### src/rtl/sct_pkg.sv
package sct_pkg;

   // Token length saturates here; the result field is 8 bits wide
   localparam int MAX_TOKEN_LEN = 255;
   localparam logic [7:0] LEN_CAP = 8'((MAX_TOKEN_LEN < 255) ? MAX_TOKEN_LEN : 255);

   // Result kind codes
   localparam logic [2:0] KIND_KEYWORD = 3'd0;
   localparam logic [2:0] KIND_IDENT   = 3'd1;
   localparam logic [2:0] KIND_NUMBER  = 3'd2;
   localparam logic [2:0] KIND_OPER    = 3'd3;
   localparam logic [2:0] KIND_DELIM   = 3'd4;
   localparam logic [2:0] KIND_UNKNOWN = 3'd5;

   // Result queue depth; a request is taken while two slots are free
   localparam int RSP_DEPTH = 4;

   // Characters with special meaning
   localparam logic [7:0] CH_NUL = 8'h00;
   localparam logic [7:0] CH_EQ  = "=";
   localparam logic [7:0] CH_GT  = ">";
   localparam logic [7:0] CH_LT  = "<";
   localparam logic [7:0] CH_NOT = "!";

   // Keyword table: while, if, else, for, int, float, return, void
   localparam int KW_COUNT = 8;
   localparam logic [7:0] KW_TEXT [KW_COUNT][8] = '{
      '{"w", "h", "i", "l", "e", CH_NUL, CH_NUL, CH_NUL},
      '{"i", "f", CH_NUL, CH_NUL, CH_NUL, CH_NUL, CH_NUL, CH_NUL},
      '{"e", "l", "s", "e", CH_NUL, CH_NUL, CH_NUL, CH_NUL},
      '{"f", "o", "r", CH_NUL, CH_NUL, CH_NUL, CH_NUL, CH_NUL},
      '{"i", "n", "t", CH_NUL, CH_NUL, CH_NUL, CH_NUL, CH_NUL},
      '{"f", "l", "o", "a", "t", CH_NUL, CH_NUL, CH_NUL},
      '{"r", "e", "t", "u", "r", "n", CH_NUL, CH_NUL},
      '{"v", "o", "i", "d", CH_NUL, CH_NUL, CH_NUL, CH_NUL}
   };
   localparam logic [2:0] KW_LEN [KW_COUNT] = '{
      3'd5, 3'd2, 3'd4, 3'd3, 3'd3, 3'd5, 3'd6, 3'd4
   };

   typedef struct packed {
      logic [7:0] char_in;
      logic       line_end;
   } req_type;

   typedef struct packed {
      logic [2:0] kind;
      logic [2:0] keyword_index;
      logic [7:0] token_length;
      logic [7:0] first_char;
      logic [7:0] second_char;
      logic       last_of_run;
   } rsp_type;

   // Results of one request, handed from the lexer to the result queue
   typedef struct packed {
      logic [1:0] count;
      rsp_type    slot0;
      rsp_type    slot1;
   } step_out_type;

   // Keywords whose character at position pos equals c
   function automatic logic [KW_COUNT-1:0] kw_hits(logic [7:0] c, logic [7:0] pos);
      logic [KW_COUNT-1:0] hits;
      hits = '0;
      for (int k = 0; k < KW_COUNT; k++) begin
         hits[k] = (pos < {5'd0, KW_LEN[k]}) && (KW_TEXT[k][pos[2:0]] == c);
      end
      return hits;
   endfunction

endpackage

### src/rtl/sct_step.sv
module sct_step (
   input  logic                  clock,
   input  logic                  reset,
   input  logic                  advance,
   input  sct_pkg::req_type      req_data,
   output sct_pkg::step_out_type step_out
);
   import sct_pkg::*;

   typedef enum logic [1:0] {
      CLS_NONE,
      CLS_WORD,
      CLS_NUM,
      CLS_OP
   } tok_class_type;

   tok_class_type       cls_ff, cls_in;
   logic [7:0]          len_ff, len_in;
   logic [KW_COUNT-1:0] km_ff, km_in;
   logic [7:0]          first_ff, first_in;

   logic [7:0] ch;
   logic       is_alpha, is_digit, is_space, is_pend_op, is_op, is_delim;

   // Build a plain result
   function automatic rsp_type mk_token(logic [2:0] kind, logic [7:0] len,
                                        logic [7:0] first, logic [7:0] second);
      rsp_type t;
      t               = '0;
      t.kind          = kind;
      t.token_length  = len;
      t.first_char    = first;
      t.second_char   = second;
      return t;
   endfunction

   // Result for an open token being closed
   function automatic rsp_type flush_token(tok_class_type cls, logic [7:0] len,
                                           logic [KW_COUNT-1:0] km, logic [7:0] first);
      rsp_type t;
      t = '0;
      unique case (cls)
         CLS_WORD: begin
            t = mk_token(KIND_IDENT, len, first, CH_NUL);
            for (int k = 0; k < KW_COUNT; k++) begin
               if (km[k] && len == {5'd0, KW_LEN[k]}) begin
                  t.kind          = KIND_KEYWORD;
                  t.keyword_index = 3'(k);
               end
            end
         end
         CLS_NUM:  t = mk_token(KIND_NUMBER, len, first, CH_NUL);
         CLS_OP:   t = mk_token(KIND_OPER, 8'd1, first, CH_NUL);
         default:  t = '0;
      endcase
      return t;
   endfunction

   // Character classes
   assign ch         = req_data.char_in;
   assign is_alpha   = (ch >= "A" && ch <= "Z") || (ch >= "a" && ch <= "z");
   assign is_digit   = (ch >= "0" && ch <= "9");
   assign is_space   = (ch == " ") || (ch >= 8'd9 && ch <= 8'd13);
   assign is_pend_op = (ch == CH_GT) || (ch == CH_LT) || (ch == CH_EQ) || (ch == CH_NOT);
   assign is_op      = is_pend_op || (ch == "+") || (ch == "-") || (ch == "*")
                       || (ch == "/") || (ch == "%");
   assign is_delim   = (ch == "(") || (ch == ")") || (ch == ";") || (ch == "{")
                       || (ch == "}") || (ch == "[") || (ch == "]") || (ch == ",");

   // One request: next token state and up to two results
   always_comb begin
      rsp_type    tok;
      logic       emit;
      logic [1:0] n;
      rsp_type    r0, r1;

      cls_in   = cls_ff;
      len_in   = len_ff;
      km_in    = km_ff;
      first_in = first_ff;
      n        = 2'd0;
      r0       = '0;
      r1       = '0;
      tok      = '0;
      emit     = 1'b0;

      if (cls_ff == CLS_WORD && (is_alpha || is_digit)) begin
         km_in  = km_ff & kw_hits(ch, len_ff);
         len_in = (len_ff < LEN_CAP) ? len_ff + 8'd1 : len_ff;
      end else if (cls_ff == CLS_NUM && is_digit) begin
         len_in = (len_ff < LEN_CAP) ? len_ff + 8'd1 : len_ff;
      end else if (cls_ff == CLS_OP && ch == CH_EQ) begin
         r0       = mk_token(KIND_OPER, 8'd2, first_ff, CH_EQ);
         n        = 2'd1;
         cls_in   = CLS_NONE;
         len_in   = 8'd0;
         first_in = CH_NUL;
      end else begin
         // close the open token, then take the character afresh
         if (cls_ff != CLS_NONE) begin
            r0 = flush_token(cls_ff, len_ff, km_ff, first_ff);
            n  = 2'd1;
         end
         cls_in   = CLS_NONE;
         len_in   = 8'd0;
         km_in    = '1;
         first_in = CH_NUL;
         if (is_space) begin
            emit = 1'b0;
         end else if (is_alpha) begin
            cls_in   = CLS_WORD;
            first_in = ch;
            km_in    = kw_hits(ch, 8'd0);
            len_in   = 8'd1;
         end else if (is_digit) begin
            cls_in   = CLS_NUM;
            first_in = ch;
            len_in   = 8'd1;
         end else if (is_pend_op) begin
            cls_in   = CLS_OP;
            first_in = ch;
            len_in   = 8'd1;
         end else if (is_op) begin
            tok  = mk_token(KIND_OPER, 8'd1, ch, CH_NUL);
            emit = 1'b1;
         end else if (is_delim) begin
            tok  = mk_token(KIND_DELIM, 8'd1, ch, CH_NUL);
            emit = 1'b1;
         end else begin
            tok  = mk_token(KIND_UNKNOWN, 8'd1, ch, CH_NUL);
            emit = 1'b1;
         end
      end

      // line end closes whatever is still open
      if (req_data.line_end && cls_in != CLS_NONE) begin
         tok      = flush_token(cls_in, len_in, km_in, first_in);
         emit     = 1'b1;
         cls_in   = CLS_NONE;
         len_in   = 8'd0;
         km_in    = '1;
         first_in = CH_NUL;
      end

      if (emit) begin
         if (n == 2'd0) begin
            r0 = tok;
         end else begin
            r1 = tok;
         end
         n = n + 2'd1;
      end

      if (n == 2'd1) begin
         r0.last_of_run = 1'b1;
      end
      if (n == 2'd2) begin
         r1.last_of_run = 1'b1;
      end

      step_out.count = n;
      step_out.slot0 = r0;
      step_out.slot1 = r1;
   end

   // Open token state
   always_ff @(posedge clock) begin
      if (reset) begin
         cls_ff   <= CLS_NONE;
         len_ff   <= 8'd0;
         km_ff    <= '1;
         first_ff <= CH_NUL;
      end else if (advance) begin
         cls_ff   <= cls_in;
         len_ff   <= len_in;
         km_ff    <= km_in;
         first_ff <= first_in;
      end
   end

endmodule

### src/rtl/sct_rsp_queue.sv
module sct_rsp_queue #(
   parameter int DEPTH = sct_pkg::RSP_DEPTH
) (
   input  logic                  clock,
   input  logic                  reset,
   input  logic                  push,
   input  sct_pkg::step_out_type push_data,
   output logic                  room,
   output logic                  rsp_valid,
   input  logic                  rsp_ready,
   output sct_pkg::rsp_type      rsp_payload
);
   import sct_pkg::*;

   localparam int PTR_W = $clog2(DEPTH);
   localparam int CNT_W = $clog2(DEPTH + 1);

   rsp_type            entries_ff [DEPTH];
   logic [PTR_W-1:0]   wr_ptr_ff, wr_ptr_in;
   logic [PTR_W-1:0]   rd_ptr_ff, rd_ptr_in;
   logic [CNT_W-1:0]   count_ff, count_in;
   logic [CNT_W-1:0]   push_n;
   logic               pop;

   assign pop         = rsp_valid && rsp_ready;
   assign push_n      = push ? CNT_W'(push_data.count) : '0;
   assign rsp_valid   = (count_ff != '0);
   assign rsp_payload = entries_ff[rd_ptr_ff];
   // two free slots cover the worst case of one request
   assign room        = (count_ff <= CNT_W'(DEPTH - 2));

   // Pointer and fill count
   always_comb begin
      wr_ptr_in = wr_ptr_ff + PTR_W'(push_n);
      rd_ptr_in = rd_ptr_ff + (pop ? PTR_W'(1) : PTR_W'(0));
      count_in  = count_ff + push_n - (pop ? CNT_W'(1) : CNT_W'(0));
   end

   always_ff @(posedge clock) begin
      if (reset) begin
         wr_ptr_ff <= '0;
         rd_ptr_ff <= '0;
         count_ff  <= '0;
      end else begin
         wr_ptr_ff <= wr_ptr_in;
         rd_ptr_ff <= rd_ptr_in;
         count_ff  <= count_in;
      end
   end

   // Result storage
   always_ff @(posedge clock) begin
      if (push && push_data.count != 2'd0) begin
         entries_ff[wr_ptr_ff] <= push_data.slot0;
      end
      if (push && push_data.count == 2'd2) begin
         entries_ff[wr_ptr_ff + PTR_W'(1)] <= push_data.slot1;
      end
   end

endmodule

### src/rtl/source_code_tokenizer.sv
// Streaming source-code tokenizer.
// Request channel (req_valid/req_ready/req_payload): one character byte per
// request, with line_end set on the last character of a line.
// Result channel (rsp_valid/rsp_ready/rsp_payload): one result per token, with
// kind, keyword index, length, first and second character; last_of_run marks
// the final result a request caused. A request gives zero, one or two results.
// A taken request is held in the input register, which feeds the lexer stage;
// its results are written into the result queue and offered from there.
// Throughput: one request per cycle while the result queue has room; the
// lexer's token state is registered. Results leave at one per cycle while
// rsp_ready is high, so the two results of one request leave in turn.
// A four-entry result queue parts the two sides: requests keep flowing while
// the receiver stalls, until fewer than two queue slots are free, then
// req_ready drops and the request in the lexer stage waits.
// Reset (synchronous) empties the queue and the input stage and closes any
// open token.
module source_code_tokenizer #(
   parameter int RSP_DEPTH = sct_pkg::RSP_DEPTH
) (
   input  logic             clock,
   input  logic             reset,
   input  logic             req_valid,
   output logic             req_ready,
   input  sct_pkg::req_type req_payload,
   output logic             rsp_valid,
   input  logic             rsp_ready,
   output sct_pkg::rsp_type rsp_payload
);
   import sct_pkg::*;

   logic         in_valid_ff;
   req_type      in_data_ff;
   logic         room;
   logic         advance;
   step_out_type step_out;

   assign advance   = in_valid_ff && room;
   assign req_ready = !in_valid_ff || room;

   // Input stage
   always_ff @(posedge clock) begin
      if (reset) begin
         in_valid_ff <= 1'b0;
      end else if (req_valid && req_ready) begin
         in_valid_ff <= 1'b1;
      end else if (advance) begin
         in_valid_ff <= 1'b0;
      end
   end

   always_ff @(posedge clock) begin
      if (req_valid && req_ready) begin
         in_data_ff <= req_payload;
      end
   end

   sct_step u_step (
      .clock    (clock),
      .reset    (reset),
      .advance  (advance),
      .req_data (in_data_ff),
      .step_out (step_out)
   );

   sct_rsp_queue #(
      .DEPTH (RSP_DEPTH)
   ) u_rsp_queue (
      .clock       (clock),
      .reset       (reset),
      .push        (advance),
      .push_data   (step_out),
      .room        (room),
      .rsp_valid   (rsp_valid),
      .rsp_ready   (rsp_ready),
      .rsp_payload (rsp_payload)
   );

endmodule

### config.mk
export PLATFORM = sky130hd
export DESIGN_NAME = source_code_tokenizer
export DESIGN_NICKNAME = d
export VERILOG_FILES = /design/src/rtl/sct_pkg.sv /design/src/rtl/sct_step.sv /design/src/rtl/sct_rsp_queue.sv /design/src/rtl/source_code_tokenizer.sv
export SDC_FILE = /design/constraint.sdc
export NUM_CORES = 1
export LEC_CHECK = 0
export ABC_AREA = 1
export ABC_CLOCK_PERIOD_IN_PS = 3950
export BUFFER_PORTS_ARGS = -buffer_cell sky130_fd_sc_hd__buf_2
export CAP_MARGIN = 5
export CELL_PAD_IN_SITES_DETAIL_PLACEMENT = 0
export CELL_PAD_IN_SITES_GLOBAL_PLACEMENT = 1
export CORE_MARGIN = 2
export CORE_UTILIZATION = 46
export DETAILED_ROUTE_END_ITERATION = 10
export GPL_TIMING_DRIVEN = 0
export PLACE_DENSITY_LB_ADDON = 0.1
export RECOVER_POWER = 100
export SETUP_SLACK_MARGIN = 0.15
export SLEW_MARGIN = 20
export SYNTH_ARGS = -nofsm -noshare
export SYNTH_HDL_FRONTEND = slang
export SYNTH_SLANG_ARGS = --single-unit
### constraint.sdc
create_clock -name clock -period 3.95 [get_ports clock]
set_clock_uncertainty 0.1 [all_clocks]
set_input_delay 0 -clock clock [delete_from_list [all_inputs] [get_ports clock]]
set_output_delay 0 -clock clock [all_outputs]
set_load 0.01 [all_outputs]
==> run_results.csv <==
group,metric,value,unit
synthesis,combined_area_of_all_synthesized_cells,0.00840,mm²
synthesis,dominantRegCellSynth,"sky130_fd_sc_hd__edfxtp_1",
finish,multiInputGateArea,0.00411,mm²
sta,period_needed,3.59,ns
placement,detailedPlace.worstSlack,-0.790,ns
critical_path,setup.worst_path.class,"reg2reg",
power,post-layout-total-power,4.52,mW
drt,drcViolationCount,0,
critical_path,crit_required,3.99,ns
sta,slew_at_the_pin_with_the_worst_max_slew_slack,0.788,ns
cts,clockRootBuffer,"sky130_fd_sc_hd__clkbuf_16",
synthesis,yosys.cell_count.top_type,"sky130_fd_sc_hd__nor2_1",
sta,maxSlewHeadroom,47.5,%
power,vdd.ir_drop.worst,306,µV
finish,antenna_cells_inserted,0,
drt,route.met3.wl,1680,µm
finish,nFillCells,1782,
synthesis,synth_seq_cells,139,
status,failed_checks,"hold timing",
synthesis,synthDominantAreaCellType,"sky130_fd_sc_hd__edfxtp_1",
synthesis,synthTopCellsByArea,"sky130_fd_sc_hd__edfxtp_1, sky130_fd_sc_hd__dfxtp_1, sky130_fd_sc_hd__nor2_1",
finish,layout-drive-gt1-share,12.4,%
global_routing,grt_remaining_overflow,0,
drt,vias,7846,
sta,setup_slack,0.362,ns
power,static-leakage-power,3.75,nW
power,intPower,2.91,mW
drt,dr.first_iter.drc_count,806,
cts,clk_pin_slew,0.06,ns
sta,timing.final.setup_violations,0,
critical_path,worst_setup_path_end_kind,"flop",
power,power.share.sequential,38.0,%
synthesis,yosysTopAreaCellShare,36.1,%
synthesis,yosysWarnings,0,
worst_hold_path,hold_path.class,"in2reg",
status,run_status,"finished, violations left",
global_routing,wire_length_of_the_first_global_routing_pass,41900,µm
sta,hold-worst-slack,-0.000558,ns
critical_path,worst-endpoint-arrival,3.63,ns
synthesis,post_synth_inst_count,1065,
power,power.share.combinational,28.6,%
sta,finalHoldViolations,1,
finish,finish.utilization,54.2,%
cts,cts_max_path_buffers,2,
synthesis,ys_top_cells_by_count,"sky130_fd_sc_hd__nor2_1, sky130_fd_sc_hd__nand2_1, sky130_fd_sc_hd__edfxtp_1",
critical_path,critPathMaxFanout,12,
cts,clock_insertion_delay_worst_skew,0.43,ns
flow_run,drv.max_cap_violation_count,0,
drt,met2_wirelength,13100,µm
global_routing,via_count_of_the_first_global_routing_pass,7369,
synthesis,post_synth.cell_area_avg,7.89,µm²
cts,clock-sinks,139,
sta,maxSlewViolCount,0,
cts,cts_tree,"built",
drt,post_drt_wl_per_cell,19.8,µm
cts,clock_tree.htree_level_count,4,
drt,detail_route.first_pass.iterations,5,
floorplanning,floorplan.die_area,0.0194,mm²
drt,highest-signal-layer,"met4",
synthesis,synth-edff-count,101,
global_routing,global_route_usage_sum,28.4,%
sta,highest_clock_rate,279,MHz
power,power_frac_clock,33.4,%
drt,route.antenna.remaining_nets,0,
power,switching_power_of_the_nets,1.61,mW
floorplanning,io_pins,46,
power,power-per-cell-area,464,mW/mm²
floorplanning,die_height,139,µm
finish,syn2layout_area_growth,15.9,%
global_routing,grt_start_max_net_pins,24,
critical_path,start_kind,"flop",
floorplanning,fp.dieW,139,µm
placement,finalWeightedCongestion,0.938,
drt,avgViaCountPerCell,5.65,
finish,design.final.nets,1175,
floorplanning,placeableCoreArea,0.0180,mm²
power,switching_share,35.6,%
finish,area.sequential,0.00379,mm²
floorplanning,core.rowCount,49,
cts,cts_inserted_buffers,17,
floorplanning,initial_core_util,46.8,%
synthesis,synth_seq_area_share,45.2,%
placement,port_buffers,41,
synthesis,yosys.cell_types.count,46,
sta,period_share,90.8,%
drt,drt-met1-wl,11700,µm
global_routing,grt_antenna_before_repair,0,
drt,wirelength,27500,µm
sta,rsz0062_at_grt,"no",
placement,post-dp-hpwl,19600,µm
synthesis,share_of_synthesized_registers_carrying_an_async_set_or_reset,0,%
-- registers in the layout (all words and copies together), names as in the netlist --
signal	flops
u_rsp_queue.count_ff	3
u_step.first_ff	8
in_valid_ff	1
u_step.km_ff	8
u_rsp_queue.rd_ptr_ff	2
u_step.len_ff	8
in_data_ff	9
u_rsp_queue.entries_ff	96
u_rsp_queue.wr_ptr_ff	2
u_step.cls_ff	2
-- per-stage QoR --
stage	instances	setup TNS [ns]	hold WS, ns	area (µm²)
6_report	1388	0	-0.000558	9740
5_1_grt	1388	0	0.0269	9740
4_1_cts	1383	0	0.00205	9680
3_5_place_dp	1337	-57.02	0.0781	8900
3_3_place_gp	1337	-78.18	0.0765	8900
2_1_floorplan	1067	0	-0.00113	8410
-- power by group through the flow --
stage | clock, mW | combinational (mW) | sequential, mW
after floorplan | 0 | 0.811 | 1.72
after global placement | 0 | 1.27 | 1.75
after detailed placement | 0 | 1.27 | 1.75
after CTS | 1.51 | 1.30 | 1.72
after global routing | 1.58 | 1.41 | 1.72
final | 1.51 | 1.29 | 1.72
-- per-layer routing --
layer / global-route usage, % / up-vias
met3: 4.35 / 64
li1: - / 3823
met4: 12.1 / 0
met2: 47.0 / 335
met1: 37.3 / 3624
met5: 0 / -
-- cell families after synthesis --
family | count (synthesis) | synth area share (%)
multiplexers | 5 | 0.596
adder cells (fa/ha/maj) | 16 | 2.47
AO/OA/AOI/OAI | 244 | 17.0
flip-flops | 139 | 45.2
AND/OR/NAND/NOR | 477 | 24.4
buffers and inverters | 160 | 7.95
other | 1 | 0.0446
XOR/XNOR | 23 | 2.40
-- final timing paths --
check	from	end	slack, ns	cells past startpoint
worst max-delay path	in_data_ff[7]	u_rsp_queue.entries_ff[2][20]	0.36	16
worst min-delay path	reset	u_step.len_ff[2]	-0.0006	2
worst max register to register	in_data_ff[7]	u_rsp_queue.entries_ff[2][20]	0.36	16
worst min register to register	u_step.first_ff[5]	u_step.first_ff[5]	0.39	2
-- placed cells by master, fill, tap and decap left out, types with 4 or more instances in the layout --
master | synthesis | layout
sky130_fd_sc_hd__buf_2 | 15 | 28
sky130_fd_sc_hd__buf_4 | 11 | 14
sky130_fd_sc_hd__a22oi_1 | 17 | 17
sky130_fd_sc_hd__dfxtp_1 | 38 | 38
sky130_fd_sc_hd__nor2_1 | 183 | 182
sky130_fd_sc_hd__nand2_8 | 0 | 8
sky130_fd_sc_hd__clkinv_2 | 0 | 5
sky130_fd_sc_hd__ha_1 | 15 | 15
sky130_fd_sc_hd__o21ai_0 | 95 | 96
sky130_fd_sc_hd__o211ai_1 | 6 | 6
sky130_fd_sc_hd__nor2_2 | 10 | 11
sky130_fd_sc_hd__nand2_4 | 4 | 4
sky130_fd_sc_hd__inv_1 | 84 | 80
sky130_fd_sc_hd__nand4_1 | 20 | 20
sky130_fd_sc_hd__a21oi_1 | 35 | 35
sky130_fd_sc_hd__dlygate4sd3_1 | 0 | 11
sky130_fd_sc_hd__a21boi_0 | 4 | 4
sky130_fd_sc_hd__nand2_2 | 7 | 7
sky130_fd_sc_hd__nor3_2 | 1 | 5
sky130_fd_sc_hd__o21ai_1 | 7 | 6
sky130_fd_sc_hd__clkbuf_2 | 0 | 5
sky130_fd_sc_hd__o22ai_1 | 68 | 68
sky130_fd_sc_hd__clkbuf_1 | 34 | 56
sky130_fd_sc_hd__nand3_1 | 43 | 43
sky130_fd_sc_hd__nor3_1 | 18 | 14
sky130_fd_sc_hd__inv_2 | 13 | 16
sky130_fd_sc_hd__clkbuf_16 | 0 | 17
sky130_fd_sc_hd__xor2_1 | 20 | 20
sky130_fd_sc_hd__nand2_1 | 179 | 175
sky130_fd_sc_hd__edfxtp_1 | 101 | 101
sky130_fd_sc_hd__mux2i_1 | 5 | 5
-- what timing repair did --
| item | CTS | global route |
|---|---|---|
| hold buffers | 11 | 0 |
| setup buffers | 0 | 4 |
| gates cloned | 3 | 1 |
| setup endpoints to repair | 122 | 175 |
| hold endpoints to repair | 34 | 0 |
| resized for setup | 26 | 22 |
| pin swaps | 3 | 1 |
-- worst max-delay path, stage by stage, from the launching register on --
cell	delay [ns]
sky130_fd_sc_hd__edfxtp_1	0.50
sky130_fd_sc_hd__nor2_1	0.21
sky130_fd_sc_hd__nand2_1	0.15
sky130_fd_sc_hd__nor2_4	0.17
sky130_fd_sc_hd__inv_1	0.11
sky130_fd_sc_hd__nand2_4	0.11
sky130_fd_sc_hd__nand2_4	0.07
sky130_fd_sc_hd__nand2_4	0.11
sky130_fd_sc_hd__buf_2	0.25
sky130_fd_sc_hd__nor2_2	0.08
sky130_fd_sc_hd__buf_2	0.21
sky130_fd_sc_hd__ha_1	0.22
sky130_fd_sc_hd__nand2_1	0.12
sky130_fd_sc_hd__nor3_1	0.08
sky130_fd_sc_hd__inv_1	0.20
sky130_fd_sc_hd__buf_2	0.41
sky130_fd_sc_hd__nand2_8	0.18
-- area by class of cell --
type	instances	share of cell area, %
repair buffers	56	3.16
multi-input cells	772	42.2
inverters	99	3.84
clock buffers	18	4.41
clock inverters	14	1.25
plain buffers	61	3.21
well taps	229	2.94
flip-flops and latches	139	39.0
No activity file was read; power rests on OpenSTA's default activity.
